<file path="src/hdl/snd_pkg.sv">
package snd_pkg;

  // Offsets are carried in Q8.32 two's complement; the true values stay well inside.
  localparam int unsigned DW    = 40;
  // Corner offsets in Q.30.
  localparam int unsigned QW    = 32;
  localparam int unsigned DOTW  = 34;
  localparam int unsigned TERMW = 32;
  localparam int unsigned SUMW  = 34;

  localparam logic [31:0] SKEW_K   = 32'd1572067139;
  localparam logic [29:0] UNSKEW_K = 30'd907633386;
  localparam logic [59:0] HALF_Q60 = 60'h800000000000000;

  localparam logic CMD_WRITE = 1'b1;

  typedef struct packed {
    logic       en;
    logic [7:0] idx;
    logic [7:0] val;
  } perm_wr_t;

  // Remainder by twelve of an 8-bit value, by reciprocal multiply.
  function automatic logic [3:0] mod12(input logic [7:0] v);
    logic [15:0] p;
    logic [4:0]  q;
    logic [7:0]  r;
    p = 16'(v) * 16'd171;
    q = p[15:11];
    r = v - 8'({3'b000, q} * 8'd12);
    return r[3:0];
  endfunction

  function automatic logic signed [1:0] grad_x(input logic [3:0] g);
    logic signed [1:0] r;
    unique case (g)
      4'd0, 4'd2, 4'd4, 4'd6: r = 2'sd1;
      4'd1, 4'd3, 4'd5, 4'd7: r = -2'sd1;
      default:                r = 2'sd0;
    endcase
    return r;
  endfunction

  function automatic logic signed [1:0] grad_y(input logic [3:0] g);
    logic signed [1:0] r;
    unique case (g)
      4'd0, 4'd1, 4'd8, 4'd10: r = 2'sd1;
      4'd2, 4'd3, 4'd9, 4'd11: r = -2'sd1;
      default:                 r = 2'sd0;
    endcase
    return r;
  endfunction

endpackage

</file>
<file path="src/hdl/snd_skew.sv">
module snd_skew #(
  parameter int unsigned FRAC_BITS = 16,
  localparam int unsigned CsW = 34 - FRAC_BITS
) (
  input  logic                          clk_i,
  input  logic                          en_i,
  input  logic signed [31:0]            x_i,
  input  logic signed [31:0]            y_i,
  output logic [7:0]                    cj_lo_o,
  output logic [7:0]                    ci_lo_o,
  output logic signed [CsW-1:0]         cs_o,
  output logic signed [snd_pkg::DW-1:0] bx_o,
  output logic signed [snd_pkg::DW-1:0] by_o
);
  import snd_pkg::*;

  localparam int unsigned CW = CsW - 1;
  localparam int unsigned SH = 32 - FRAC_BITS;

  logic signed [31:0]     x1_q, y1_q, x2_q, y2_q, x3_q, y3_q;
  logic signed [32:0]     sxy_q;
  logic signed [63:0]     prod_q;
  logic signed [CW-1:0]   ci3_q, cj3_q;
  logic signed [CsW-1:0]  cs_q;
  logic signed [DW-1:0]   bx_q, by_q;
  logic [7:0]             ci_lo_q;

  logic signed [31:0]     skew;
  logic signed [32:0]     xs, ys;
  logic signed [DW-1:0]   xe, ye;

  always_comb begin
    skew = prod_q[63:32];
    xs   = 33'(x2_q) + 33'(skew);
    ys   = 33'(y2_q) + 33'(skew);
    xe   = DW'(x3_q) <<< SH;
    ye   = DW'(y3_q) <<< SH;
  end

  always_ff @(posedge clk_i) begin
    if (en_i) begin
      x1_q    <= x_i;
      y1_q    <= y_i;
      sxy_q   <= 33'(x_i) + 33'(y_i);
      x2_q    <= x1_q;
      y2_q    <= y1_q;
      prod_q  <= sxy_q * $signed({1'b0, SKEW_K});
      x3_q    <= x2_q;
      y3_q    <= y2_q;
      ci3_q   <= xs[32:FRAC_BITS];
      cj3_q   <= ys[32:FRAC_BITS];
      cs_q    <= CsW'(ci3_q) + CsW'(cj3_q);
      bx_q    <= xe - {ci3_q[7:0], {(DW - 8){1'b0}}};
      by_q    <= ye - {cj3_q[7:0], {(DW - 8){1'b0}}};
      ci_lo_q <= ci3_q[7:0];
    end
  end

  assign cj_lo_o = cj3_q[7:0];
  assign ci_lo_o = ci_lo_q;
  assign cs_o    = cs_q;
  assign bx_o    = bx_q;
  assign by_o    = by_q;

endmodule

</file>
<file path="config.mk">
export PLATFORM = sky130hd
export DESIGN_NAME = snd_skew
export DESIGN_NICKNAME = d
export VERILOG_FILES = /design/src/hdl/snd_pkg.sv /design/src/hdl/snd_skew.sv
export SDC_FILE = /design/constraint.sdc
export NUM_CORES = 2
export LEC_CHECK = 0
export BUFFER_PORTS_ARGS = -buffer_cell sky130_fd_sc_hd__buf_4
export CAP_MARGIN = 30
export CORE_MARGIN = 2
export CORE_UTILIZATION = 30
export DETAILED_ROUTE_END_ITERATION = 8
export GPL_ROUTABILITY_DRIVEN = 0
export PLACE_DENSITY = 0.5
export RECOVER_POWER = 100
export SYNTH_ARGS = -nofsm -noshare
export SYNTH_HDL_FRONTEND = slang
export SYNTH_SLANG_ARGS = --single-unit
export TNS_END_PERCENT = 20
</file>
<file path="constraint.sdc">
create_clock -name clk_i -period 14.2 [get_ports clk_i]
set_input_delay 1.42 -clock clk_i [delete_from_list [all_inputs] [get_ports clk_i]]
set_output_delay 1.42 -clock clk_i [all_outputs]
set_load 0.1 [all_outputs]
</file>
==> results.sh <==
export IMPL_cts_max_level=2
export IMPL_grt_overflow=0
export IMPL_final_setup_viol_count=0
export IMPL_clkTransAtPathRegs_ns=0.06
export IMPL_rows=122
export IMPL_async_flop_share_pct=0
export IMPL_violations="max-capacitance violations, max-slew violations"
export IMPL_regArea_mm2=0.01048
export IMPL_core_area_mm2=0.1108
export IMPL_ys_types=70
export IMPL_seq_area_frac_synth_pct=31.22
export IMPL_fill_cells=11270
export IMPL_fmax_ghz=0.09897
export IMPL_hold_path_class="flip-flop to flip-flop"
export IMPL_worstSetupStartpointType="input port"
export IMPL_ys_top_cells_by_area="edfxtp_1 31%, fa_1 31%, ha_1 16%"
export IMPL_final_max_slew_viol_count=337
export IMPL_syn_inst=2740
export IMPL_top_usage_layer="met2"
export IMPL_layout_drive_gt1_share_pct=2.068
export IMPL_postCtsResizedCells=0
export IMPL_synth_top_cell_area_share_pct=31.22
export IMPL_diodes=0
export IMPL_rr_endpoint="prod_q[49]"
export IMPL_final_cell_mix="674 x inv_1, 514 x fa_1, 433 x ha_1"
export IMPL_cts_root_buffer="clkbuf_16"
export IMPL_r2r_start="sxy_q[2]"
export IMPL_min_path_cells=0
export IMPL_timing_final_crit_share_pct=71.16
export IMPL_antenna_left=0
export IMPL_synth_cell_area_mm2=0.03357
export IMPL_path_class="input port to flip-flop"
export IMPL_max_slew_worst_pin_slew_ns=4.604
export IMPL_grt_setup_unrepaired="no"
export IMPL_drv_cap=5
export IMPL_io_buffers=147
export IMPL_fin_crit_ns=10.10
export IMPL_fin_util_pct=33.36
export IMPL_skew_ns=0.01670
export IMPL_cts_tree="done"
export IMPL_hpwl_um=72900
export IMPL_io_pins=180
export IMPL_die_area_mm2=0.1146
export IMPL_synth_edf_count=349
export IMPL_dieWidth_um=338.5
export IMPL_cp_required_ns=14.27
export IMPL_yosysWarnings=0
export IMPL_final_hold_viol_count=0
export IMPL_drt_wl_total_um=83990
export IMPL_syn_area_per_cell_um2=12.25
export IMPL_dr_total_vias=19450
export IMPL_ys_flop_type="edfxtp_1"
export IMPL_firstDrtPassIters=5
export IMPL_syn_to_final_growth_pct=10.12
export IMPL_use_met1_pct=20.11
export IMPL_worstSetupStartpoint="en_i"
export IMPL_r2r_cells=23
export IMPL_ctsHoldBuffers=0
export IMPL_avgRoutedWirePerCell_um=18.93
export IMPL_path_max_fanout=85
export IMPL_cts_buffers=38
export IMPL_grt_max_degree=86
export IMPL_clkSinkCount=349
export IMPL_ff2ff_setup_slack_ns=5.38
export IMPL_final_common_cell="inv_1"
export IMPL_track_usage_pct=14.97
export IMPL_die_y_um=338.5
export IMPL_ys_ff_latch=349
export IMPL_crit_path_end_kind="flip-flop"
export IMPL_yosys_area_top_type="edfxtp_1"
export IMPL_gr_usage_met2_pct=26.07
export IMPL_hp_start="x1_q[19]"
export IMPL_globalRouteMet3Util_pct=1.727
export IMPL_postCtsSetupBuffers=0
export IMPL_cp_data_arrival_time_ns=10.18
export IMPL_final_setup_tns_ns=0
export IMPL_start_util_pct=30.29
export IMPL_grt_pass1_vias=21090
export IMPL_clk_latency_ns=0.55
export IMPL_drt_iter0_markers=981
export IMPL_relSlewSlack_pct=-206.9
export IMPL_antenna_found_initial=0
export IMPL_fin_nets=3937
export IMPL_clockBufferDepth=3
export IMPL_status="finished, violations left"
export IMPL_grt_pass1_wl_um=130000
export IMPL_vias_per_cell=4.383
export IMPL_multi_input_area_mm2=0.02031
export IMPL_drc_errors=0
export IMPL_min_to="x2_q[19]"
-- metrics by stage --
step | worst slack (ns) | hold WS, ns | instances | instance area [µm²]
floorplan | 6.057 | 0.4003 | 2771 | 33690
global placement | 6.116 | 0.4005 | 4370 | 36400
detailed placement | 6.022 | 0.4045 | 4371 | 36430
CTS | 5.972 | 0.4162 | 4437 | 37620
global route | 2.933 | 0.4139 | 4438 | 36970
finish | 4.096 | 0.4156 | 4438 | 36970
-- final cells by class --
| class | instances | share of cell area, % |
|---|---|---|
| timing repair buffer | 157 | 1.625 |
| sequential | 349 | 28.35 |
| inverter | 674 | 6.843 |
| clock buffer | 45 | 2.701 |
| tap | 1488 | 5.036 |
| multi-input combinational | 1704 | 54.94 |
| clock inverter | 21 | 0.5043 |
-- cells by family after synthesis --
kind of cell | after synthesis | synth area share, %
and+or+nand+nor | 289 | 4.167
AOI/OAI and AO/OA | 321 | 6.332
muxes | 1 | 0.02982
buffers and inverters | 718 | 8.479
xor gates and xnor gates | 114 | 2.974
DFF | 349 | 31.22
adders and majority gates | 947 | 46.79
other | 1 | 0.01117
-- worst max-delay path: stages --
cell and delay, ns:
clkbuf_1 3.17, clkbuf_1 2.03, clkbuf_1 0.65, clkbuf_1 2.72
-- how the worst max path moves through the flow --
stage	cells past startpoint	to	slack, ns
finish	4	bx_o[16]	4.10
global placement	23	prod_q[61]	6.12
detailed placement	22	prod_q[62]	6.02
global route	4	bx_o[20]	2.93
CTS	23	prod_q[61]	5.97
floorplan	19	prod_q[61]	6.06
-- state kept, by name (all words and copies together) (netlist names) --
register / count
y3_q: 24
cs_o: 18
bx_o: 24
x2_q: 32
cj3_q: 17
x1_q: 32
y1_q: 32
sxy_q: 33
y2_q: 32
prod_q: 32
by_o: 24
x3_q: 24
ci3_q: 17
ci_lo_o: 8
-- routing by layer --
| layer | routed length (µm) | part of all wire (%) |
|---|---|---|
| met1 | 37730 | 45 |
| met3 | 3455 | 4.1 |
| met5 | 0 | 0 |
| met4 | 1462 | 1.7 |
| met2 | 41340 | 49 |
-- cells in the mapped netlist (11+ instances only) --
library cell / n
inv_1: 674
and3_1: 13
a21oi_1: 93
nor2_1: 78
nand2b_1: 18
nand3_1: 24
a31oi_1: 11
a211oi_1: 11
xnor2_1: 68
buf_4: 40
o21ai_0: 54
nand2_1: 71
fa_1: 514
o21a_1: 14
edfxtp_1: 349
ha_1: 433
o21bai_1: 14
nand4_1: 14
nor2b_1: 21
nor3_1: 20
xor2_1: 46
a21o_1: 51
Power is left out: the tool's default activity adds up to more than one toggle a clock period on the data nets, which glitch-free logic cannot reach.
